$ cat src/sv/sml_delay.sv
// Shift line that carries an item's side data alongside a CORDIC chain.
// Depends on nothing but the clock and reset.
module sml_delay #(
	parameter int W     = 8,
	parameter int DEPTH = 16
) (
	input  logic         clk,
	input  logic         arst_n,
	input  logic [W-1:0] d,
	output logic [W-1:0] q
);

	logic [W-1:0] line_q [DEPTH];

	always_ff @(posedge clk or negedge arst_n) begin
		if (!arst_n) begin
			for (int i = 0; i < DEPTH; i++) begin
				line_q[i] <= '0;
			end
		end else begin
			line_q[0] <= d;
			for (int i = 1; i < DEPTH; i++) begin
				line_q[i] <= line_q[i-1];
			end
		end
	end

	assign q = line_q[DEPTH-1];

endmodule

$ cat config.mk
export PLATFORM = sky130hd
export DESIGN_NAME = sml_delay
export DESIGN_NICKNAME = d
export VERILOG_FILES = /design/src/sv/sml_delay.sv
export SDC_FILE = /design/constraint.sdc
export NUM_CORES = 1
export LEC_CHECK = 0
export ABC_AREA = 1
export BUFFER_PORTS_ARGS = -buffer_cell sky130_fd_sc_hd__buf_4
export CAP_MARGIN = 20
export CORE_ASPECT_RATIO = 0.8
export CORE_MARGIN = 3
export CORE_UTILIZATION = 45
export CTS_BUF_LIST = sky130_fd_sc_hd__clkbuf_2
export DETAILED_ROUTE_END_ITERATION = 12
export GPL_TIMING_DRIVEN = 0
export SYNTH_ARGS = -nofsm -noshare
export SYNTH_HDL_FRONTEND = slang
export SYNTH_SLANG_ARGS = --single-unit
$ cat constraint.sdc
create_clock -name clk -period 0.8 [get_ports clk]
set_input_delay 0.08 -clock clk [delete_from_list [all_inputs] [get_ports clk]]
set_output_delay 0.08 -clock clk [all_outputs]
set_load 0.05 [all_outputs]
==> run summary <==
Vias in the first global route: 1214
P&R area growth vs syn: 21.3%
Max Cap Viol: 0
Status: complete, but fails checks
TritonCTS Buffers: 17
Remaining Overflow, GRT: 0
Die height: 82.2 µm
1st-iter DRT viols: 37
Drc violations: 0
Most numerous cell in the Yosys netlist: dfrtp_1
Die area: 0.00832 mm²
Inst Count DP: 241
Critical path capture point type: output pin
Synth area leader: dfrtp_1
Post-synthesis cell type count: 2
Mapped Nets: 146
GRT Total Usage: 0.0993
Cell Pwr Density: 3130 mW/mm²
EDFF count, synth: 0
First-pass DRT Iterations: 4
Initial antenna violation count: 0
Worst EP required: 0.72 ns
Post-CTS setup buffer count: 0
Fmax: 788 MHz
Area after DPL: 0.00353 mm²
Reg-to-Reg End: line_q[91]
Root buf cell: clkbuf_2
Area of the multi-input gates: 0 µm²
RSZ-0062 raised after global routing: yes
CP Data Arrival Time: 1.19 ns
Clock Skew: 0.0140 ns
Largest net degree at the start of global routing: 74
Top cells by count, synth: dfrtp_1 (128), buf_4 (8)
Ys Warns: 0
Buffers & Inverters on Critical Path: 1
Post-route cell area: 0.00396 mm²
Ranking of synthesized cells by area: dfrtp_1 (98%), buf_4 (1.8%)
H-Tree Depth: 4
Skew-Pair Late Insertion Delay: 0.61 ns
Row cnt: 27
Max Slew Vio Count: 0
Final wirelength: 3180 µm
CP Class: reg -> out
Clock Tree Buf Depth: 2
Die W: 101 µm
CP max-delay cell: dfrtp_1
Layout cells sized above 1: 0.269
PortBufs: 17
Leakage: 1.83 nW
Part of the Yosys area used for sequential elements: 0.982
Final Hold Viols: 83
RePlAce Congestion: 0.623
First-pass GRT wire length: 5660 µm
Min-Delay Path Class: in -> async
Setup WS post-layout: -0.469 ns
Max incr delay on CP: 0.43 ns
Hpwl dp: 1590 µm
Ys flop type: dfrtp_1
Cells after synthesis: 136
Worst Max-Slew Pin Slew: 0.687 ns
Register bit total from synthesis: 128
Final TNS setup: -3.69 ns
Synth top area share: 0.982
Final hold slack: -0.510 ns
Overall power: 0.0124 W
Relative slew slack: 0.542
CP top delay family: flip-flops
CTS clk-pin slew, worst paths: 0.17 ns
CP Max Fanout: 1
Average cell area after synthesis: 24.0 µm²
Crit path cell chain: buf_8
Finished Layout Cells: 273
CP Launch Type: register
DRT antenna net count: 0
Cell area after synthesis: 0.00326 mm²
Violated checks: negative hold slack, negative setup slack
Final setup violation count: 8
Vias per cell: 4.14
Fill count: 533
Core region area: 0.00696 mm²
Routed WL per cell: 11.6 µm
Starting Density: 0.469
CTS tree: yes
Via count: 1129
Worst VDD drop: 0.00207 V
Io pins: 18
RR Startpoint: line_q[99]
CTS Hold Bufs: 8
Antenna diodes: 0
Multi-input gates: 0
Tmin final: 1.27 ns
FF-to-FF setup slack: 0.29 ns
Worst r2r path cells: 0
# nets final: 183
Final Cycle Share: 1.59
Clk sinks: 128
Synth async-reset ratio: 1.00
-- cells by family (layout without fill, tap and decap cells) --
| logic type | after synthesis | after routing | share of synthesized area |
|---|---|---|---|
| buffers and inverters | 8 | 58 | 0.0184 |
| flip-flops | 128 | 128 | 0.982 |
-- final cells by class --
cell class | instances | area (µm²) | area share
clock buffer | 17 | 85.1 | 0.0215
clock inverter | 15 | 265 | 0.0670
sequential | 128 | 3200 | 0.809
tap | 87 | 109 | 0.0275
timing repair buffer | 26 | 295 | 0.0746
-- per-layer routing --
layer  vias up  global-route usage  share of wire
met5         -                   0              0
met4         0              0.0876          0.025
met3         9              0.0554          0.069
met2        32               0.132           0.46
met1       598               0.115           0.45
li1        490                   -              -
-- metrics by stage --
stage	setup slack, ns	util
finish	-0.469	0.569
floorplan	0.205	-
global route	-0.588	0.569
CTS	-0.564	0.569
detailed placement	-0.155	0.507
global placement	-0.570	0.503
-- worst max-delay path by stage --
stage,slack (ns),end,start,cells past startpoint
CTS,-0.56,q[6],q[6],1
finish,-0.47,q[6],q[6],1
floorplan,0.21,q[0],q[0],1
global route,-0.59,q[1],q[1],1
detailed placement,-0.16,line_q[116],arst_n,2
global placement,-0.57,line_q[126],arst_n,1
-- power breakdown --
part	total [W]	leakage, nW	switching, W	internal, W
clock	0.00517	0.190	0.00219	0.00298
sequential	0.00688	1.49	0.0000902	0.00679
combinational	0.000328	0.149	0.000207	0.000121
total	0.0124	1.83	0.00249	0.00989
-- registers in the layout (all words and copies together), names as in the netlist --
| signal | count |
|---|---|
| q | 8 |
| line_q | 120 |
-- cell usage in the layout, fill, tap and decap left out --
cell type      instances
dlygate4sd3_1          8
clkinv_2               3
buf_8                  8
clkinv_4               2
clkinvlp_4             3
clkbuf_2              17
bufinv_16              7
buf_4                  9
dfrtp_1              128
buf_16                 1
-- repair_timing --
item	in CTS	in global routing
gates resized for setup	16	0
setup endpoints to repair	8	8
pin swaps	0	0
endpoints found under the hold margin	136	55
(Power assumes the default switching activity.)
