$ cat src/sv/sml_pkg.sv
// Shared types, constants and helper functions for the sector minimum altitude lookup.
// Has no dependencies; every other file imports it but sml_delay.
package sml_pkg;

	localparam int XW  = 34;  // rotation datapath width, Q30 values
	localparam int ZW  = 25;  // rotation angle width, Q16 degrees
	localparam int VXW = 36;  // vectoring datapath width
	localparam int VZW = 26;  // vectoring angle width
	localparam int SLOTS = 4; // sector words held in configuration

	localparam int Q16_FULL = 23592960;
	localparam int Q16_HALF = 11796480;
	localparam int CORDIC_GAIN_Q30 = 652032874;

	typedef struct packed {
		logic                 flip;
		logic signed [ZW-1:0] z;
	} sml_angle_t;

	// Arctangent of 2^-i in Q16 degrees.
	function automatic logic [21:0] atan_q16(input int i);
		logic [21:0] r;
		unique case (i)
			0: r = 22'd2949120;
			1: r = 22'd1740967;
			2: r = 22'd919879;
			3: r = 22'd466945;
			4: r = 22'd234379;
			5: r = 22'd117304;
			6: r = 22'd58666;
			7: r = 22'd29335;
			8: r = 22'd14668;
			9: r = 22'd7334;
			10: r = 22'd3667;
			11: r = 22'd1833;
			12: r = 22'd917;
			13: r = 22'd458;
			14: r = 22'd229;
			15: r = 22'd115;
			16: r = 22'd57;
			17: r = 22'd29;
			18: r = 22'd14;
			19: r = 22'd7;
			20: r = 22'd4;
			21: r = 22'd2;
			22: r = 22'd1;
			default: r = 22'd0;
		endcase
		return r;
	endfunction

	// Reduce an angle to (-180,180] degrees, then fold it into [-90,90].
	function automatic sml_angle_t reduce_fold(input logic signed [26:0] a);
		logic signed [26:0] t;
		sml_angle_t r;
		t = a;
		if (t >= 27'sd23592960) begin
			t = t - 27'sd23592960;
		end else if (t <= -27'sd23592960) begin
			t = t + 27'sd23592960;
		end
		if (t > 27'sd11796480) begin
			t = t - 27'sd23592960;
		end else if (t <= -27'sd11796480) begin
			t = t + 27'sd23592960;
		end
		r.flip = 1'b0;
		if (t > 27'sd5898240) begin
			t = t - 27'sd11796480;
			r.flip = 1'b1;
		end else if (t < -27'sd5898240) begin
			t = t + 27'sd11796480;
			r.flip = 1'b1;
		end
		r.z = t[ZW-1:0];
		return r;
	endfunction

	function automatic logic [31:0] mag32(input logic signed [35:0] v);
		logic signed [35:0] n;
		n = -v;
		return v[35] ? n[31:0] : v[31:0];
	endfunction

	// Joins two partial products of a 32 by 32 bit multiplication.
	function automatic logic [63:0] join_pp(input logic [47:0] lo, input logic [47:0] hi);
		return ({16'd0, hi} << 16) + {16'd0, lo};
	endfunction

	// Q30 product rounded half up in magnitude, sign applied afterwards.
	function automatic logic signed [34:0] q30_round(input logic [63:0] p, input logic neg);
		logic [63:0] s;
		logic signed [34:0] r;
		s = (p + 64'd536870912) >> 30;
		r = $signed(s[34:0]);
		return neg ? -r : r;
	endfunction

endpackage

$ cat src/sv/sml_vec_cell.sv
// One vectoring-mode CORDIC cell: drives y toward zero and sums the angle, registered.
// Depends on sml_pkg for widths and the arctangent table.
module sml_vec_cell import sml_pkg::*; #(
	parameter int SHIFT = 0
) (
	input  logic                  clk,
	input  logic signed [VXW-1:0] x_in,
	input  logic signed [VXW-1:0] y_in,
	input  logic signed [VZW-1:0] z_in,
	output logic signed [VXW-1:0] x_out,
	output logic signed [VXW-1:0] y_out,
	output logic signed [VZW-1:0] z_out
);

	localparam logic signed [VZW-1:0] STEP = $signed({4'b0000, atan_q16(SHIFT)});

	logic signed [VXW-1:0] x_q, y_q;
	logic signed [VZW-1:0] z_q;

	always_ff @(posedge clk) begin
		if (y_in >= 0) begin
			x_q <= x_in + (y_in >>> SHIFT);
			y_q <= y_in - (x_in >>> SHIFT);
			z_q <= z_in + STEP;
		end else begin
			x_q <= x_in - (y_in >>> SHIFT);
			y_q <= y_in + (x_in >>> SHIFT);
			z_q <= z_in - STEP;
		end
	end

	assign x_out = x_q;
	assign y_out = y_q;
	assign z_out = z_q;

endmodule

$ cat config.mk
export PLATFORM = sky130hd
export DESIGN_NAME = sml_vec_cell
export DESIGN_NICKNAME = d
export VERILOG_FILES = /design/src/sv/sml_pkg.sv /design/src/sv/sml_vec_cell.sv
export SDC_FILE = /design/constraint.sdc
export NUM_CORES = 1
export LEC_CHECK = 0
export BUFFER_PORTS_ARGS = -buffer_cell sky130_fd_sc_hd__buf_2
export CORE_MARGIN = 4
export CORE_UTILIZATION = 55
export CTS_CLUSTER_SIZE = 24
export DETAILED_ROUTE_END_ITERATION = 16
export PLACE_DENSITY = 0.83
export SYNTH_ARGS = -nofsm -noshare
export SYNTH_HDL_FRONTEND = slang
export SYNTH_SLANG_ARGS = --single-unit
$ cat constraint.sdc
create_clock -name clk -period 6.92 [get_ports clk]
set_clock_uncertainty 0.05 [all_clocks]
set_input_delay 1.384 -clock clk [delete_from_list [all_inputs] [get_ports clk]]
set_output_delay 1.384 -clock clk [all_outputs]
set_load 0.01 [all_outputs]
==> run_results.csv <==
group,metric,value,unit
worst_setup_path,crit_required,7160,ps
grt,grt_start_max_net_pins,104,
worst_setup_path,path_class,"in2reg",
floorplan,core_area,0.0161,mm^2
synth,ys_seq_area_frac,0.213,
synth,syn_area_per_cell,7.72,um^2
sta,tns,0,ps
clock_network,cts_sinks,97,
power,p_sw,0.834,mW
floorplan,dieArea,0.0187,mm^2
synth,syn_nets,1394,
grt,antenna_found_initial,0,
drt,routed_wl,30100,um
synth,synthArstFlopShare,0,
grt,grt_first_pass_wirelength,46200,um
synth,ys_seq_elements,97,
drt,drc,0,
finish,nets,1545,
power,power.internal,1.26,mW
placed_design,detailed_place_hpwl,23700,um
min_path,hold_depth,1,
drt,viasPerCell,6.20,
sta,finalSetupViolations,0,
power,power,2.10,mW
clock_network,hold_buffers,0,
sta,drv_slew,0,
sta,min_period,4190,ps
min_path,worstHoldStart,"z_in[15]",
power,p_seq_frac,0.335,
sta,rsz0062_at_grt,"no",
clock_network,postCtsSetupBuffers,0,
job,drv_cap,0,
sta,max_freq,239,MHz
drt,first_iter_violations,1089,
synth,yosysUniqueCellTypes,84,
status,status,"complete, no violations",
worst_setup_path,cp.arrival,4420,ps
power,swShare,0.398,
finish,fin_cells,1555,
floorplan,die_x,137,um
placed_design,io_buffers,196,
sta,hold_viol,0,
placed_design,dpl_cell_area,0.0101,mm^2
floorplan,rows,46,
floorplan,start_util,0.569,
synth,synth_edf_count,0,
placed_design,gp_congestion,1.02,
worst_setup_path,end_kind,"flip-flop",
floorplan,io_pins,197,
grt,grtUsageTotal,0.310,
sta,slew_headroom,0.219,
synth,ys_warn_count,0,
floorplan,die_y,137,um
clock_network,clockBufferDepth,2,
synth,synth_cells,1183,
placed_design,placed_cells,1539,
finish,drive_gt1_frac,0.187,
clock_network,tritoncts,"built",
drt,drt_first_pass_iters,7,
finish,fin_area,0.0104,mm^2
drt,wl_per_cell,19.4,um
clock_network,cts_root_buf,"clkbuf_16",
finish,antenna_cells,0,
sta,period_share,0.605,
power,p_clk_frac,0.243,
clock_network,clkSlewWorstSetupHoldPaths,70,ps
worst_setup_path,critPathMaxFanout,5,
drt,ant_nets,0,
grt,grt_pass1_vias,8946,
finish,area_delta_synth_final,14.0,%
worst_setup_path,start_kind,"input pin",
synth,ys.flop_type,"dfxtp_1",
sta,worst_slew_pin_slew,1170,ps
finish,final_cell_mix,"buf_2 (195), a21oi_1 (143), inv_1 (117), ha_1 (109), dfxtp_1 (97)",
drt,vias,9637,
power,max-vdd-ir-drop,0.133,mV
finish,final_util,0.648,
grt,grt-ovfl-total,0,
clock_network,h-tree-depth,3,
power,p_leak,4.91,nW
power,p_per_area,202,mW/mm^2
clock_network,cts_buffers,9,
placed_design,dp_slack,2510,ps
synth,syn_area,0.00913,mm^2
sta,fin_hold_ws,1060,ps
min_path,min_path_type,"in2reg",
power,p_comb_frac,0.422,
sta,layout_setup_ws,2730,ps
clock_network,cts-resized-gates,0,
min_path,hold_path_end,"z_out[15]$_DFF_P_",
finish,layout_commonest_cell,"buf_2",
flip-flops by register name, indices dropped and copies added (netlist names):
name	flops
y_out	36
x_out	35
z_out	26
final cells by class:
cell class,count,area (um^2)
clock buffer,9,225
clock inverter,7,61.3
fill,1447,5650
inverter,120,450
multi-input combinational,908,6460
sequential,97,1940
tap,216,270
timing repair buffer,198,998
synthesized netlist by cell type, types with 18 or more instances:
library cell  instances  share of area
a21o_1               37          0.030
a21oi_1             143          0.078
buf_2                21          0.012
clkbuf_1             23         0.0095
dfxtp_1              97           0.21
ha_1                109           0.15
inv_1               117          0.048
nand2_1              55          0.023
nand4_1              18          0.012
nor2_1               90          0.037
nor3_1               22          0.012
o21ai_0              67          0.037
xnor2_1              60          0.058
power by group through the flow:
stage                     sequential (mW)  combinational (mW)  clock (mW)
after global placement              0.714               0.858           0
after floorplan                     0.774               0.511           0
after CTS                           0.704               0.871       0.511
after detailed placement            0.716               0.865           0
after global routing                0.714               0.959       0.536
final                               0.703               0.885       0.509
layer usage:
layer / GRT usage / wire length (um) / vias up
li1: - / - / 4506
met1: 0.409 / 12300 / 4464
met2: 0.501 / 13600 / 576
met3: 0.0515 / 2910 / 89
met4: 0.136 / 1250 / 2
met5: 0 / 44 / -
kinds of logic (layout without fill, tap and decap cells):
family | Yosys count | after routing | synth area share
fa+ha+maj | 112 | 112 | 0.156
mux | 13 | 13 | 0.0143
simple gates | 286 | 286 | 0.160
xor+xnor | 74 | 74 | 0.0710
flops | 97 | 97 | 0.213
compound gates | 423 | 423 | 0.307
buf+inv | 178 | 334 | 0.0798
worst max path at each step:
stage,depth (start not counted),endpoint,start,slack [ps]
after floorplan,10,y_out[30]$_DFF_P_,x_in[0],3140
after global placement,11,y_out[32]$_DFF_P_,x_in[0],2510
after detailed placement,11,x_out[32]$_DFF_P_,x_in[0],2510
after CTS,11,x_out[32]$_DFF_P_,x_in[0],2850
after global routing,11,y_out[22]$_DFF_P_,x_in[0],2650
final,11,x_out[32]$_DFF_P_,x_in[0],2730
critical path: stages:
cell and delay, ps:
buf_2 120, ha_1 230, fa_1 410, nor2b_1 170
o311a_1 330, o211ai_1 360, nand3_1 350, a211oi_2 540
nor4_4 130, o21a_1 210, o211ai_1 180
(Power assumes the default switching activity.)
