$ cat src/sv/sml_pkg.sv
// Shared types, constants and helper functions for the sector minimum altitude lookup.
// Has no dependencies; every other file imports it but sml_delay.
package sml_pkg;

	localparam int XW  = 34;  // rotation datapath width, Q30 values
	localparam int ZW  = 25;  // rotation angle width, Q16 degrees
	localparam int VXW = 36;  // vectoring datapath width
	localparam int VZW = 26;  // vectoring angle width
	localparam int SLOTS = 4; // sector words held in configuration

	localparam int Q16_FULL = 23592960;
	localparam int Q16_HALF = 11796480;
	localparam int CORDIC_GAIN_Q30 = 652032874;

	typedef struct packed {
		logic                 flip;
		logic signed [ZW-1:0] z;
	} sml_angle_t;

	// Arctangent of 2^-i in Q16 degrees.
	function automatic logic [21:0] atan_q16(input int i);
		logic [21:0] r;
		unique case (i)
			0: r = 22'd2949120;
			1: r = 22'd1740967;
			2: r = 22'd919879;
			3: r = 22'd466945;
			4: r = 22'd234379;
			5: r = 22'd117304;
			6: r = 22'd58666;
			7: r = 22'd29335;
			8: r = 22'd14668;
			9: r = 22'd7334;
			10: r = 22'd3667;
			11: r = 22'd1833;
			12: r = 22'd917;
			13: r = 22'd458;
			14: r = 22'd229;
			15: r = 22'd115;
			16: r = 22'd57;
			17: r = 22'd29;
			18: r = 22'd14;
			19: r = 22'd7;
			20: r = 22'd4;
			21: r = 22'd2;
			22: r = 22'd1;
			default: r = 22'd0;
		endcase
		return r;
	endfunction

	// Reduce an angle to (-180,180] degrees, then fold it into [-90,90].
	function automatic sml_angle_t reduce_fold(input logic signed [26:0] a);
		logic signed [26:0] t;
		sml_angle_t r;
		t = a;
		if (t >= 27'sd23592960) begin
			t = t - 27'sd23592960;
		end else if (t <= -27'sd23592960) begin
			t = t + 27'sd23592960;
		end
		if (t > 27'sd11796480) begin
			t = t - 27'sd23592960;
		end else if (t <= -27'sd11796480) begin
			t = t + 27'sd23592960;
		end
		r.flip = 1'b0;
		if (t > 27'sd5898240) begin
			t = t - 27'sd11796480;
			r.flip = 1'b1;
		end else if (t < -27'sd5898240) begin
			t = t + 27'sd11796480;
			r.flip = 1'b1;
		end
		r.z = t[ZW-1:0];
		return r;
	endfunction

	function automatic logic [31:0] mag32(input logic signed [35:0] v);
		logic signed [35:0] n;
		n = -v;
		return v[35] ? n[31:0] : v[31:0];
	endfunction

	// Joins two partial products of a 32 by 32 bit multiplication.
	function automatic logic [63:0] join_pp(input logic [47:0] lo, input logic [47:0] hi);
		return ({16'd0, hi} << 16) + {16'd0, lo};
	endfunction

	// Q30 product rounded half up in magnitude, sign applied afterwards.
	function automatic logic signed [34:0] q30_round(input logic [63:0] p, input logic neg);
		logic [63:0] s;
		logic signed [34:0] r;
		s = (p + 64'd536870912) >> 30;
		r = $signed(s[34:0]);
		return neg ? -r : r;
	endfunction

endpackage

$ cat src/sv/sml_rot_cell.sv
// One rotation-mode CORDIC cell: a single micro-rotation, registered.
// Depends on sml_pkg for widths and the arctangent table.
module sml_rot_cell import sml_pkg::*; #(
	parameter int SHIFT = 0
) (
	input  logic                 clk,
	input  logic signed [XW-1:0] x_in,
	input  logic signed [XW-1:0] y_in,
	input  logic signed [ZW-1:0] z_in,
	output logic signed [XW-1:0] x_out,
	output logic signed [XW-1:0] y_out,
	output logic signed [ZW-1:0] z_out
);

	localparam logic signed [ZW-1:0] STEP = $signed({3'b000, atan_q16(SHIFT)});

	logic signed [XW-1:0] x_q, y_q;
	logic signed [ZW-1:0] z_q;

	always_ff @(posedge clk) begin
		if (z_in >= 0) begin
			x_q <= x_in - (y_in >>> SHIFT);
			y_q <= y_in + (x_in >>> SHIFT);
			z_q <= z_in - STEP;
		end else begin
			x_q <= x_in + (y_in >>> SHIFT);
			y_q <= y_in - (x_in >>> SHIFT);
			z_q <= z_in + STEP;
		end
	end

	assign x_out = x_q;
	assign y_out = y_q;
	assign z_out = z_q;

endmodule

$ cat config.mk
export PLATFORM = sky130hd
export DESIGN_NAME = sml_rot_cell
export DESIGN_NICKNAME = d
export VERILOG_FILES = /design/src/sv/sml_pkg.sv /design/src/sv/sml_rot_cell.sv
export SDC_FILE = /design/constraint.sdc
export NUM_CORES = 1
export LEC_CHECK = 0
export BUFFER_PORTS_ARGS = -buffer_cell sky130_fd_sc_hd__buf_2
export CAP_MARGIN = 20
export CORE_MARGIN = 4
export CORE_UTILIZATION = 61
export CTS_BUF_LIST = sky130_fd_sc_hd__clkbuf_2 sky130_fd_sc_hd__clkbuf_4 sky130_fd_sc_hd__clkbuf_8
export DETAILED_ROUTE_END_ITERATION = 16
export PLACE_DENSITY = 0.95
export SYNTH_ARGS = -nofsm -noshare
export SYNTH_HDL_FRONTEND = slang
export SYNTH_SLANG_ARGS = --single-unit
$ cat constraint.sdc
create_clock -name clk -period 5.8 [get_ports clk]
set_input_delay 1.16 -clock clk [delete_from_list [all_inputs] [get_ports clk]]
set_output_delay 1.16 -clock clk [all_outputs]
set_load 0.1 [all_outputs]
==> run_results.csv <==
group,metric,value,unit
status,outcome,"complete, no violations",
synthesis,synth_flop_cell,"dfxtp_1",
finish,layout-drive-gt1-share,0.188,
die,initial_core_util,0.621,
detailed_routing,dr.pass1.iters,6,
synthesis,synth_top_area_share,0.236,
clock_network,post_cts_resized,0,
detailed_routing,num_vias,7971,
synthesis,synth_edf_count,0,
grt,grt_overflow_total,0,
timing,setup_ws,1.73,ns
synthesis,synthTopCellsByCount,"114 x a21oi_1, 106 x ha_1, 106 x inv_1, 92 x dfxtp_1, 86 x nor2_1",
clock_network,clk_pin_slew_worst_paths,0.10,ns
place,hpwl,18800,um
worst_hold_path,worst_hold_path.endpoint,"z_out[12]",
detailed_routing,drc,0,
timing,relSlewSlack,0.497,
worst_setup_path,cp-end-kind,"register",
timing,slew_violations,0,
place,place_congestion,0.997,
synthesis,syn_area_per_cell,7.81,um2
timing,min_period,4.07,ns
worst_setup_path,crit_arrival,4.39,ns
die,coreArea,12600,um2
synthesis,synth_most_common_cell,"a21oi_1",
clock_network,cts_setup_buffers,0,
clock_network,clkSinkCount,92,
place,place_inst,1315,
finish,fin_nets,1358,
clock_network,tritoncts,"yes",
place,pre_cts_ws,1.44,ns
timing,setup_violations,0,
grt,grt_max_degree,55,
synthesis,syn-cell-area,7800,um2
worst_setup_path,cp.required,6.12,ns
finish,area_growth,15.1,%
worst_setup_path,start_kind,"primary input",
detailed_routing,ant_nets,0,
synthesis,synth_area_leaders,"dfxtp_1 24%, ha_1 17%, a21oi_1 7.3%",
finish,final_util,0.715,
die,num_rows,41,
detailed_routing,detail_route.vias_per_cell,5.98,
die,die_w,121,um
worst_setup_path,crit_path_max_fanout,3,
clock_network,cts_inserted_buffers,9,
synthesis,ys_types,64,
grt,grt_pass1_wl,37200,um
grt,grt_util_all_layers,0.314,
synthesis,synth-warning-count,0,
die,die_y,121,um
detailed_routing,post_drt_wl_per_cell,17.7,um
grt,grt_pass1_vias,7599,
clock_network,cts_max_path_buffers,2,
worst_setup_path,crit_type,"in -> reg",
synthesis,synthArstFlopShare,0,
timing,worstMarginPinSlew,0.748,ns
clock_network,holdBufCountCts,0,
place,portBuffers,186,
worst_hold_path,hp-class,"in -> reg",
synthesis,synth_fp_nets,1203,
power,vdd_drop_max,0.000248,V
grt,antenna_found_initial,0,
die,io_pins,187,
worst_hold_path,hp-start,"z_in[12]",
timing,rsz0062_at_grt,"false",
power,p_leak,4.35,nW
timing,hold_viol_final,0,
clock_network,cts_root_buffer,"clkbuf_8",
die,die_area,14700,um2
detailed_routing,wl,23600,um
synthesis,synth-seq-cells,92,
timing,tns,0,ns
detailed_routing,drt_iter0_markers,824,
power,power_density,345,nW/um2
timing,clock.fmax,246,MHz
synthesis,synth-seq-area-share,0.236,
synthesis,synth_top_cell_by_area,"dfxtp_1",
clock_network,ctsHtreeMaxLevel,3,
worst_hold_path,hold_depth,1,
timing,fin_crit_sh,0.702,
finish,stdcell_count,1332,
flow_run,maxCapViolCount,0,
synthesis,synth_cells,999,
sequential cells by signal (all words and copies together), names as in the netlist:
signal	cells
z_out	25
x_out	34
y_out	33
critical path: stages:
cell	delay [ns]
buf_2	0.11
inv_1	0.04
ha_1	0.21
fa_1	0.40
nand2b_1	0.19
a21oi_2	0.24
o21ai_1	0.16
o41a_1	0.49
o2bb2ai_1	0.20
o311ai_1	0.50
a221oi_1	0.16
a211oi_1	0.38
xnor2_1	0.16
routing by layer:
layer | vias to the layer above | part of all wire | GRT usage
li1 | 3793 | - | -
met1 | 3609 | 0.42 | 0.418
met2 | 496 | 0.45 | 0.503
met3 | 73 | 0.10 | 0.0578
met4 | 0 | 0.029 | 0.127
met5 | - | 0 | 0
cell families (layout without fill, tap and decap cells):
kind of cell	count (synthesis)	in the layout	synth area share
flops	92	92	0.236
compound gates	327	327	0.271
fa+ha+maj	110	110	0.180
xor+xnor	71	71	0.0797
buf+inv	151	311	0.0754
other cells	0	1	0
mux	15	15	0.0192
simple gates	233	233	0.139
cell usage in the layout, fill, tap and decap left out, types with 10 or more instances in the layout:
master	synthesis	layout
nor3_1	24	24
o21a_1	10	10
nand2_1	49	49
o21ai_0	63	63
nand3_1	14	14
nand4_1	10	10
a21o_1	20	20
xnor2_1	63	63
mux2i_1	15	15
o21bai_1	27	27
nand2b_1	14	14
nor2_1	86	86
buf_2	11	186
a21oi_1	114	114
o31ai_1	10	10
inv_1	106	105
ha_1	106	106
o211ai_1	11	11
dfxtp_1	92	92
cell type report:
class / count / area [um2]
multi-input cells: 756 / 5370
fillers: 1027 / 3590
flip-flops and latches: 92 / 1840
repair buffers: 188 / 946
inverters: 107 / 402
well taps: 172 / 215
clock buffers: 9 / 124
clock inverters: 7 / 80.1
diodes: 1 / 2.50
through the flow:
stage                     hold WS [ns]  power (mW)  cell area (um2)
after floorplan                   1.19        2.29             7800
after global placement            1.26        2.60             8780
after detailed placement          1.26        2.62             8780
after CTS                        0.859        3.09             8980
after global routing             0.864        3.21             8980
final                            0.869        3.10             8980
power by group:
group | switching, mW | internal [mW]
combinational | 1.45 | 0.365
clock | 0.274 | 0.206
sequential | 0.0396 | 0.763
total | 1.77 | 1.33
worst max-delay path by stage:
stage                        from   endpoint
after floorplan           x_in[0]  y_out[26]
after global placement    x_in[0]  y_out[30]
after detailed placement  y_in[0]  y_out[30]
after CTS                 y_in[0]  y_out[30]
after global routing      y_in[0]  y_out[30]
final                     y_in[0]  y_out[30]
Power figures use the tool's default switching activity.
